$ cat config.mk
export PLATFORM = sky130hd
export DESIGN_NAME = lhau_front
export DESIGN_NICKNAME = d
export VERILOG_FILES = /design/src/hdl/lhau_pkg.sv /design/src/hdl/lhau_front.sv
export SDC_FILE = /design/constraint.sdc
export NUM_CORES = 1
export LEC_CHECK = 0
export ABC_AREA = 1
export BUFFER_PORTS_ARGS = -buffer_cell sky130_fd_sc_hd__buf_2
export CORE_AREA = 8 8 152 154
export DETAILED_ROUTE_END_ITERATION = 6
export DIE_AREA = 0 0 160 162
export GPL_TIMING_DRIVEN = 0
export HOLD_SLACK_MARGIN = 0.02
export PLACE_DENSITY = 0.85
export SLEW_MARGIN = 10
export SYNTH_ARGS = -nofsm -noshare
export SYNTH_HDL_FRONTEND = slang
export SYNTH_SLANG_ARGS = --single-unit
$ cat constraint.sdc
create_clock -name aclk -period 20.2 [get_ports aclk]
set_input_delay 6.06 -clock aclk [delete_from_list [all_inputs] [get_ports aclk]]
set_output_delay 6.06 -clock aclk [all_outputs]
set_load 0.01 [all_outputs]
$ cat src/hdl/lhau_pkg.sv
`timescale 1ns / 1ps
// ----------------------------------------------------------------------------
// lhau_pkg
// Shared types and constants of the latency histogram accumulator.
// ----------------------------------------------------------------------------
package lhau_pkg;

    typedef enum logic [1:0] {
        OP_RECORD = 2'd0,
        OP_LOAD   = 2'd1,
        OP_DRAIN  = 2'd2,
        OP_NONE   = 2'd3
    } opcode_t;

    localparam logic [1:0] CFG_TICK_FREQ    = 2'd0;
    localparam logic [1:0] CFG_SERIES_COUNT = 2'd1;
    localparam logic [1:0] CFG_BUCKET_COUNT = 2'd2;

    localparam logic [29:0] NS_PER_SEC = 30'd1000000000;

    // effective configuration as seen by the datapath
    typedef struct packed {
        logic [39:0] freq;
        logic [3:0]  used_series;
        logic [3:0]  used_buckets;
    } cfg_t;

    // queued command; idx is the series or the bound slot, data the bytes or the bound
    typedef struct packed {
        opcode_t     op;
        logic [2:0]  idx;
        logic [63:0] ticks;
        logic [63:0] data;
    } cmd_t;

endpackage

$ cat src/hdl/lhau_front.sv
`timescale 1ns / 1ps
`default_nettype none
// ----------------------------------------------------------------------------
// lhau_front
// Accepts input words, drops the ones that have no effect, queues the rest.
// ----------------------------------------------------------------------------
module lhau_front import lhau_pkg::*; #(
    parameter int MAX_BUCKETS = 8
) (
    input  wire logic        aclk,
    input  wire logic        aresetn,
    input  wire logic        s_valid,
    output logic             s_ready,
    input  wire logic [1:0]  s_opcode,
    input  wire logic [2:0]  s_series_index,
    input  wire logic [63:0] s_duration_ticks,
    input  wire logic [63:0] s_byte_count,
    input  wire logic [2:0]  s_bound_slot,
    input  wire logic [63:0] s_bound_nanoseconds,
    input  wire cfg_t        cfg,
    output logic             q_valid,
    input  wire logic        q_pop,
    output cmd_t             q_cmd
);

    cmd_t       entry_reg [2];
    logic       wr_ptr_reg, rd_ptr_reg;
    logic [1:0] count_reg;
    opcode_t    op;
    logic       keep, push;
    cmd_t       new_cmd;

    always_comb begin
        op   = opcode_t'(s_opcode);
        keep = 1'b0;
        case (op)
            OP_RECORD: keep = {1'b0, s_series_index} < cfg.used_series;
            OP_LOAD:   keep = 4'(s_bound_slot) < 4'(MAX_BUCKETS);
            OP_DRAIN:  keep = 1'b1;
            default:   keep = 1'b0;
        endcase
        new_cmd.op    = op;
        new_cmd.idx   = (op == OP_LOAD) ? s_bound_slot : s_series_index;
        new_cmd.ticks = s_duration_ticks;
        new_cmd.data  = (op == OP_LOAD) ? s_bound_nanoseconds : s_byte_count;
    end

    assign s_ready = count_reg != 2'd2;
    assign push    = s_valid && s_ready && keep;
    assign q_valid = count_reg != 2'd0;
    assign q_cmd   = entry_reg[rd_ptr_reg];

    always_ff @(posedge aclk) begin
        if (push) begin
            entry_reg[wr_ptr_reg] <= new_cmd;
        end
    end

    always_ff @(posedge aclk) begin
        if (!aresetn) begin
            wr_ptr_reg <= 1'b0;
            rd_ptr_reg <= 1'b0;
            count_reg  <= 2'd0;
        end else begin
            if (push) wr_ptr_reg <= ~wr_ptr_reg;
            if (q_pop && q_valid) rd_ptr_reg <= ~rd_ptr_reg;
            case ({push, q_pop && q_valid})
                2'b10:   count_reg <= count_reg + 2'd1;
                2'b01:   count_reg <= count_reg - 2'd1;
                default: count_reg <= count_reg;
            endcase
        end
    end

endmodule
`default_nettype wire

==> results.md, run 1 <==
- Run status: complete, no violations
- Layout cells sized above 1: 0.647
- H-tree depth: 1
- CTS max path bufs: 3
- Family with the most delay on the worst path: buffers and inverters
- Clk Latency, worst-skew pair: 510 ps
- Setup CP Type: flip-flop to output pin
- Mapped Nets: 800
- DIE WIDTH: 160 microns
- Synth warn: 0
- Most frequent CP cell: buf_6
- WL final: 25000 microns
- Resized Gates After CTS: 0
- Worst path cell trace: buf_6, buf_6, buf_6, mux2_4, buf_2
- First-pass GRT wire length: 37000 microns
- Seq cells post-synth: 271
- Port-buffer cells: 342
- Clock transition at the registers of the reported paths: 60 ps
- Min-delay worst type: flip-flop to flip-flop
- Worst r2r src: count_reg[0]
- Max Clk Rate: 126 MHz
- Final setup violation count: 0
- Pwr per Cell Area: 96.2 nW/um^2
- Min Tclk post-route: 7960 ps
- P&R area growth vs syn: 26.8%
- Root Buffer: clkbuf_16
- CP Max Fanout: 10
- Post-synthesis instance total: 542
- CTS tree: built
- Core area: 20700 sq um
- Cell Area, Synth: 11000 sq um
- Worst reg-to-reg path cell count: 6
- Hold Crit Start: rd_ptr_reg
- GP Congestion: 0.807
- Largest net degree at the start of global routing: 79
- Die ar.: 25900 sq um
- Clock skew: 13.5 ps
- Via Count: 6178
- Post-synthesis sequential area ratio: 0.733
- CTS Hold Buffers Added: 0
- Leading cell type in the layout, fill and taps excluded: buf_2
- # rows: 53
- Distinct cells, synth: 15
- Number of flip-flops in the largest register: 266
- Critical-path cell with the highest stage delay: mux2_4
- DRC violations left: 0
- Initial Util: 0.534
- Die height: 162 microns
- Slew @ Worst Pin: 778 ps
- Total grt overflow: 0
- Final core utilization: 0.677
- Tot Pwr: 1.35 mW
- R2r endpoint: entry_reg[0][78]
- Buf/Inv on CP: 4
- # fillers: 1372
- Initial antenna violation count: 6
- Avg Inst Size Synth: 20.4 sq um
- Drt first pass iters: 4
- Antenna Nets Post-Route: 0
- CP arrival: 1900 ps
- Slew Viols, Final: 0
- Hold path depth: 1
- Critical path endpoint category: output pin
- Final hold violation count: 0
- CTS Buf Count: 26
- Nets: 1175
- Initial detailed-routing violation count: 323
- Most frequent cells in the layout: buf_2 (352), edfxtp_1 (266), mux2_2 (129), mux2_4 (70), clkbuf_16 (27)
- Aggregate global-route resource usage: 0.184
- Setup TNS: 0 ps
- RSZ-0062 raised after global routing: false
- Internal reg-to-reg setup slack: 17780 ps
- CTS sink count: 271
- Post-place setup slack: 11800 ps
- Crit-path max cell delay: 350 ps
- WP depth: 5
- Static Leak: 5.51 nW
- Relative slew slack: 0.482
- Final WS setup: 12240 ps
- Drt wl/cell: 20.7 microns
- Hold path endpoint: rd_ptr_reg
- Worst endpoint required time: 14140 ps
- Number of post-CTS setup repair buffers: 0
- Vias per inst: 5.10
- Maximum VDD drop: 0.0000591 V
- Hpwl dp: 18800 microns
- Final Cycle Share: 0.394
- Max cap viols: 0
- Ports: 387
- Vias in the first global route: 6793
- Worst setup SP type: flip-flop
where the power goes:
part	total [mW]	internal, mW	switching [mW]	leakage (nW)
registers	0.664	0.656	0.00761	2.48
clock network	0.444	0.256	0.188	0.375
logic	0.240	0.121	0.119	2.66
total	1.35	1.03	0.315	5.51
how the worst max path moves through the flow:
stage / startpoint / to / slack [ps]
after floorplan: cfg[5] / entry_reg[0][0] / 7340
after global placement: s_series_index[1] / entry_reg[0][93] / 4260
after detailed placement: s_opcode[0] / entry_reg[0][93] / 11800
after CTS: flip-flop / q_cmd[65] / 12180
after global routing: s_opcode[0] / entry_reg[0][97] / 12170
final: flip-flop / q_cmd[65] / 12240
layer usage:
layer	vias up	track usage	share of wire
met5	-	0	0.0016
met4	8	0.0438	0.018
met3	48	0.0704	0.10
met2	320	0.333	0.51
met1	2939	0.200	0.36
li1	2863	-	-
per-stage QoR:
step / instances / hold WS (ps) / area [sq um]
2_1_floorplan: 542 / 425 / 11000
5_1_grt: 1211 / 479 / 14000
4_1_cts: 1209 / 452 / 14000
6_report: 1211 / 450 / 14000
3_5_place_dp: 1164 / 443 / 13200
3_3_place_gp: 1159 / 436 / 13100
cell type report:
type                       instances  area (sq um)  share of cell area
multi-input combinational        234          2720               0.194
antenna                            2          5.00            0.000357
inverter                          14          57.6             0.00411
clock buffer                      35           706              0.0504
clock inverter                    10          75.1             0.00536
sequential                       271          8090               0.578
buffer                            23           190              0.0136
timing repair buffer             347          1820               0.130
tap                              275           344              0.0246
Yosys cell counts:
cell type | instances | area share
a21oi_1 | 6 | 0.0027
buf_2 | 10 | 0.0045
buf_6 | 12 | 0.012
clkbuf_2 | 1 | 0.00045
dfxtp_1 | 5 | 0.0091
edfxtp_1 | 266 | 0.72
ha_1 | 6 | 0.0068
inv_1 | 14 | 0.0048
mux2_2 | 129 | 0.13
mux2_4 | 70 | 0.095
nand2_1 | 11 | 0.0037
nand3_1 | 2 | 0.00091
nor2_1 | 4 | 0.0014
nor3b_1 | 1 | 0.00068
o21ai_0 | 5 | 0.0023
kinds of logic after synthesis:
logic type,synth area share
DFF,0.733
muxes,0.227
buffers and inverters,0.0220
and+or+nand+nor,0.00669
AOI/OAI and AO/OA,0.00499
adders and majority gates,0.00680
No activity file was read; power rests on OpenSTA's default activity.
==> run 2: changes to the inputs <==
--- a/config.mk
+++ b/config.mk
@@ -7,12 +7,12 @@
 export LEC_CHECK = 0
 export ABC_AREA = 1
 export BUFFER_PORTS_ARGS = -buffer_cell sky130_fd_sc_hd__buf_2
-export CORE_AREA = 8 8 152 154
+export CORE_AREA = 8 8 166 168
 export DETAILED_ROUTE_END_ITERATION = 6
-export DIE_AREA = 0 0 160 162
+export DIE_AREA = 0 0 174 176
 export GPL_TIMING_DRIVEN = 0
 export HOLD_SLACK_MARGIN = 0.02
-export PLACE_DENSITY = 0.85
+export PLACE_DENSITY = 0.75
 export SLEW_MARGIN = 10
 export SYNTH_ARGS = -nofsm -noshare
 export SYNTH_HDL_FRONTEND = slang
==> constraint.sdc (replaced) <==
create_clock -name aclk -period 7 [get_ports aclk]
set_input_delay 2.1 -clock aclk [delete_from_list [all_inputs] [get_ports aclk]]
set_output_delay 2.1 -clock aclk [all_outputs]
set_load 0.01 [all_outputs]
==> results.md, run 2 (same netlist as run 1, synthesis figures left out) <==
- Worst path cell trace: buf_6, buf_6, buf_6, mux2_4, buf_2
- Final Cycle Share: 0.572
- Resized Gates After CTS: 0 (unchanged)
- Vias in the first global route: 6757 (-0.53%)
- CTS sink count: 271 (unchanged)
- Worst reg-to-reg path cell count: 8 (+2)
- Hold path depth: 1 (unchanged)
- Slew @ Worst Pin: 663 ps (-114 ps)
- Setup TNS: 0 ps (unchanged)
- Run status: complete, no violations
- GP Congestion: 0.735 (-8.9%)
- Design area: 14200 sq um (+1.2%)
- Initial Util: 0.445 (-0.0888)
- Clock power share: 0.344 (+0.015)
- DRC violations left: 0 (unchanged)
- Met3 GRT Util: 0.0528 (-0.0176)
- Vias per inst: 4.87 (-4.6%)
- Sequential Area: 8090 sq um (unchanged)
- Most frequent cells in the layout: buf_2 (352), edfxtp_1 (266), mux2_2 (129), mux2_4 (70), clkbuf_16 (28)
- Met2 GRT Util: 0.277 (-0.0569)
- CTS tree: built
- Die ar.: 30600 sq um (+18%)
- CTS max path bufs: 3 (unchanged)
- Number of post-CTS setup repair buffers: 0 (unchanged)
- Max cap viols: 0 (unchanged)
- Crit-path max cell delay: 320 ps (-30 ps)
- WL final: 25400 microns (+1.6%)
- Nets: 1178 (+0.26%)
- CP arrival: 1900 ps (about the same)
- RSZ-0062 raised after global routing: false
- Core area: 24800 sq um (+20%)
- Critical-path cell with the highest stage delay: dfxtp_1
- Combinational share of power: 0.175 (-0.003)
- Sw frac: 0.240 (+0.00658)
- Final setup violation count: 0 (unchanged)
- Port-buffer cells: 342 (unchanged)
- H-tree depth: 1 (unchanged)
- # fillers: 1979 (+44%)
- First-pass GRT wire length: 38000 microns (+2.5%)
- Die height: 176 microns (+8.6%)
- Static Leak: 5.57 nW (+1.0%)
- CP Max Fanout: 10 (unchanged)
- P&R area growth vs syn: 28.4%
- Placed cells: 1220 (+4.8%)
- Clk Latency, worst-skew pair: 540 ps (+30 ps)
- Setup CP Type: flip-flop to output pin
- P_int: 3.02 mW (+190%)
- Min Tclk post-route: 4000 ps
- Ports: 387 (unchanged)
- Slew Viols, Final: 0 (unchanged)
- Pwr per Cell Area: 281 nW/um^2 (+190%)
- Number of flip-flops in the largest register: 266 (unchanged)
- Sequential power share: 0.482 (-0.011)
- Multi-input logic area: 2720 sq um (unchanged)
- Initial detailed-routing violation count: 252 (-22%)
- Critical path endpoint category: output pin
- Tot Pwr: 3.98 mW (+200%)
- Clock transition at the registers of the reported paths: 60 ps (about the same)
- Root Buffer: clkbuf_16
- Leading cell type in the layout, fill and taps excluded: buf_2
- Worst setup SP type: flip-flop
- Switching power: 0.954 mW (+200%)
- DIE WIDTH: 174 microns (+8.8%)
- Maximum VDD drop: 0.000221 V (+270%)
- Final core utilization: 0.571 (-0.106)
- GRT met1 Usage: 0.181 (-0.0196)
- CTS Hold Buffers Added: 0 (unchanged)
- Layout cells sized above 1: 0.652 (+0.00512)
- Clock skew: 10.7 ps (-2.89 ps)
- Aggregate global-route resource usage: 0.158 (-0.0261)
- Initial antenna violation count: 6 (unchanged)
- Drt first pass iters: 4 (unchanged)
- Largest net degree at the start of global routing: 70 (-11%)
- Hpwl dp: 18800 microns (-0.13%)
- # rows: 58 (+9.4%)
- Most frequent CP cell: buf_6
- CTS Buf Count: 28 (+7.7%)
- Min-delay worst type: flip-flop to flip-flop
- Relative slew slack: 0.558 (+0.0762)
- Area after DPL: 13300 sq um (+0.73%)
- Worst endpoint required time: 4900 ps (-9240 ps)
- Via Count: 6206 (+0.45%)
- Final hold violation count: 0 (unchanged)
- Max Clk Rate: 250 MHz
- Total grt overflow: 0 (unchanged)
- Layout Cells excl Fill: 1275 (+5.3%)
- Antenna Nets Post-Route: 0 (unchanged)
- Drt wl/cell: 19.9 microns (-3.5%)
- Most used routing layer: met2
## run 2: cell types whose count changed in the layout (fill, tap and decap cells not counted), sizes merged
| cell | previous run | this run |
|---|---|---|
| clkinv | 7 | 12 |
| diode | 2 | 3 |
| clkbuf | 36 | 37 |
| buf | 369 | 370 |
| inv | 14 | 15 |
## run 2: final timing paths
kind	from	to	slack [ps]
worst max-delay path	flip-flop	q_cmd[76]	3000
worst min-delay path	rd_ptr_reg	rd_ptr_reg	450
worst max register to register	count_reg[1]	entry_reg[0][117]	4600
worst min register to register	rd_ptr_reg	rd_ptr_reg	450
## run 2: final cells by class
class,count,area share
inverters,14,0.00406
multi-input cells,234,0.192
clock inverters,16,0.00865
repair buffers,348,0.130
clock buffers,36,0.0516
flip-flops and latches,271,0.571
well taps,330,0.0291
diodes,3,0.000530
plain buffers,23,0.0134
## run 2: routing by layer
| metal | up-vias | share of wire |
|---|---|---|
| li1 | 2874 | - |
| met1 | 3001 | 0.39 |
| met2 | 277 | 0.50 |
| met3 | 48 | 0.086 |
| met4 | 6 | 0.029 |
| met5 | - | 0.0013 |
## run 2: worst max-delay path, delay by kind of cell (launching register included)
family                 cells  cell delay [ps]
buffers and inverters      4              720
multiplexers               1              320
flip-flops                 1              320
## run 2: power by group through the flow
stage / sequential [mW] / clock, mW / combinational (mW)
after floorplan: 1.95 / 0 / 0.419
after global placement: 1.96 / 0 / 0.678
after detailed placement: 1.95 / 0 / 0.705
after CTS: 1.92 / 1.40 / 0.708
after global routing: 1.92 / 1.46 / 0.746
final: 1.91 / 1.37 / 0.694
## run 2: metrics by stage
stage	hold slack [ps]	setup slack, ps
5_1_grt	492	2920
3_3_place_gp	436	-1870
3_5_place_dp	440	2570
4_1_cts	449	2930
6_report	449	3000
2_1_floorplan	425	345
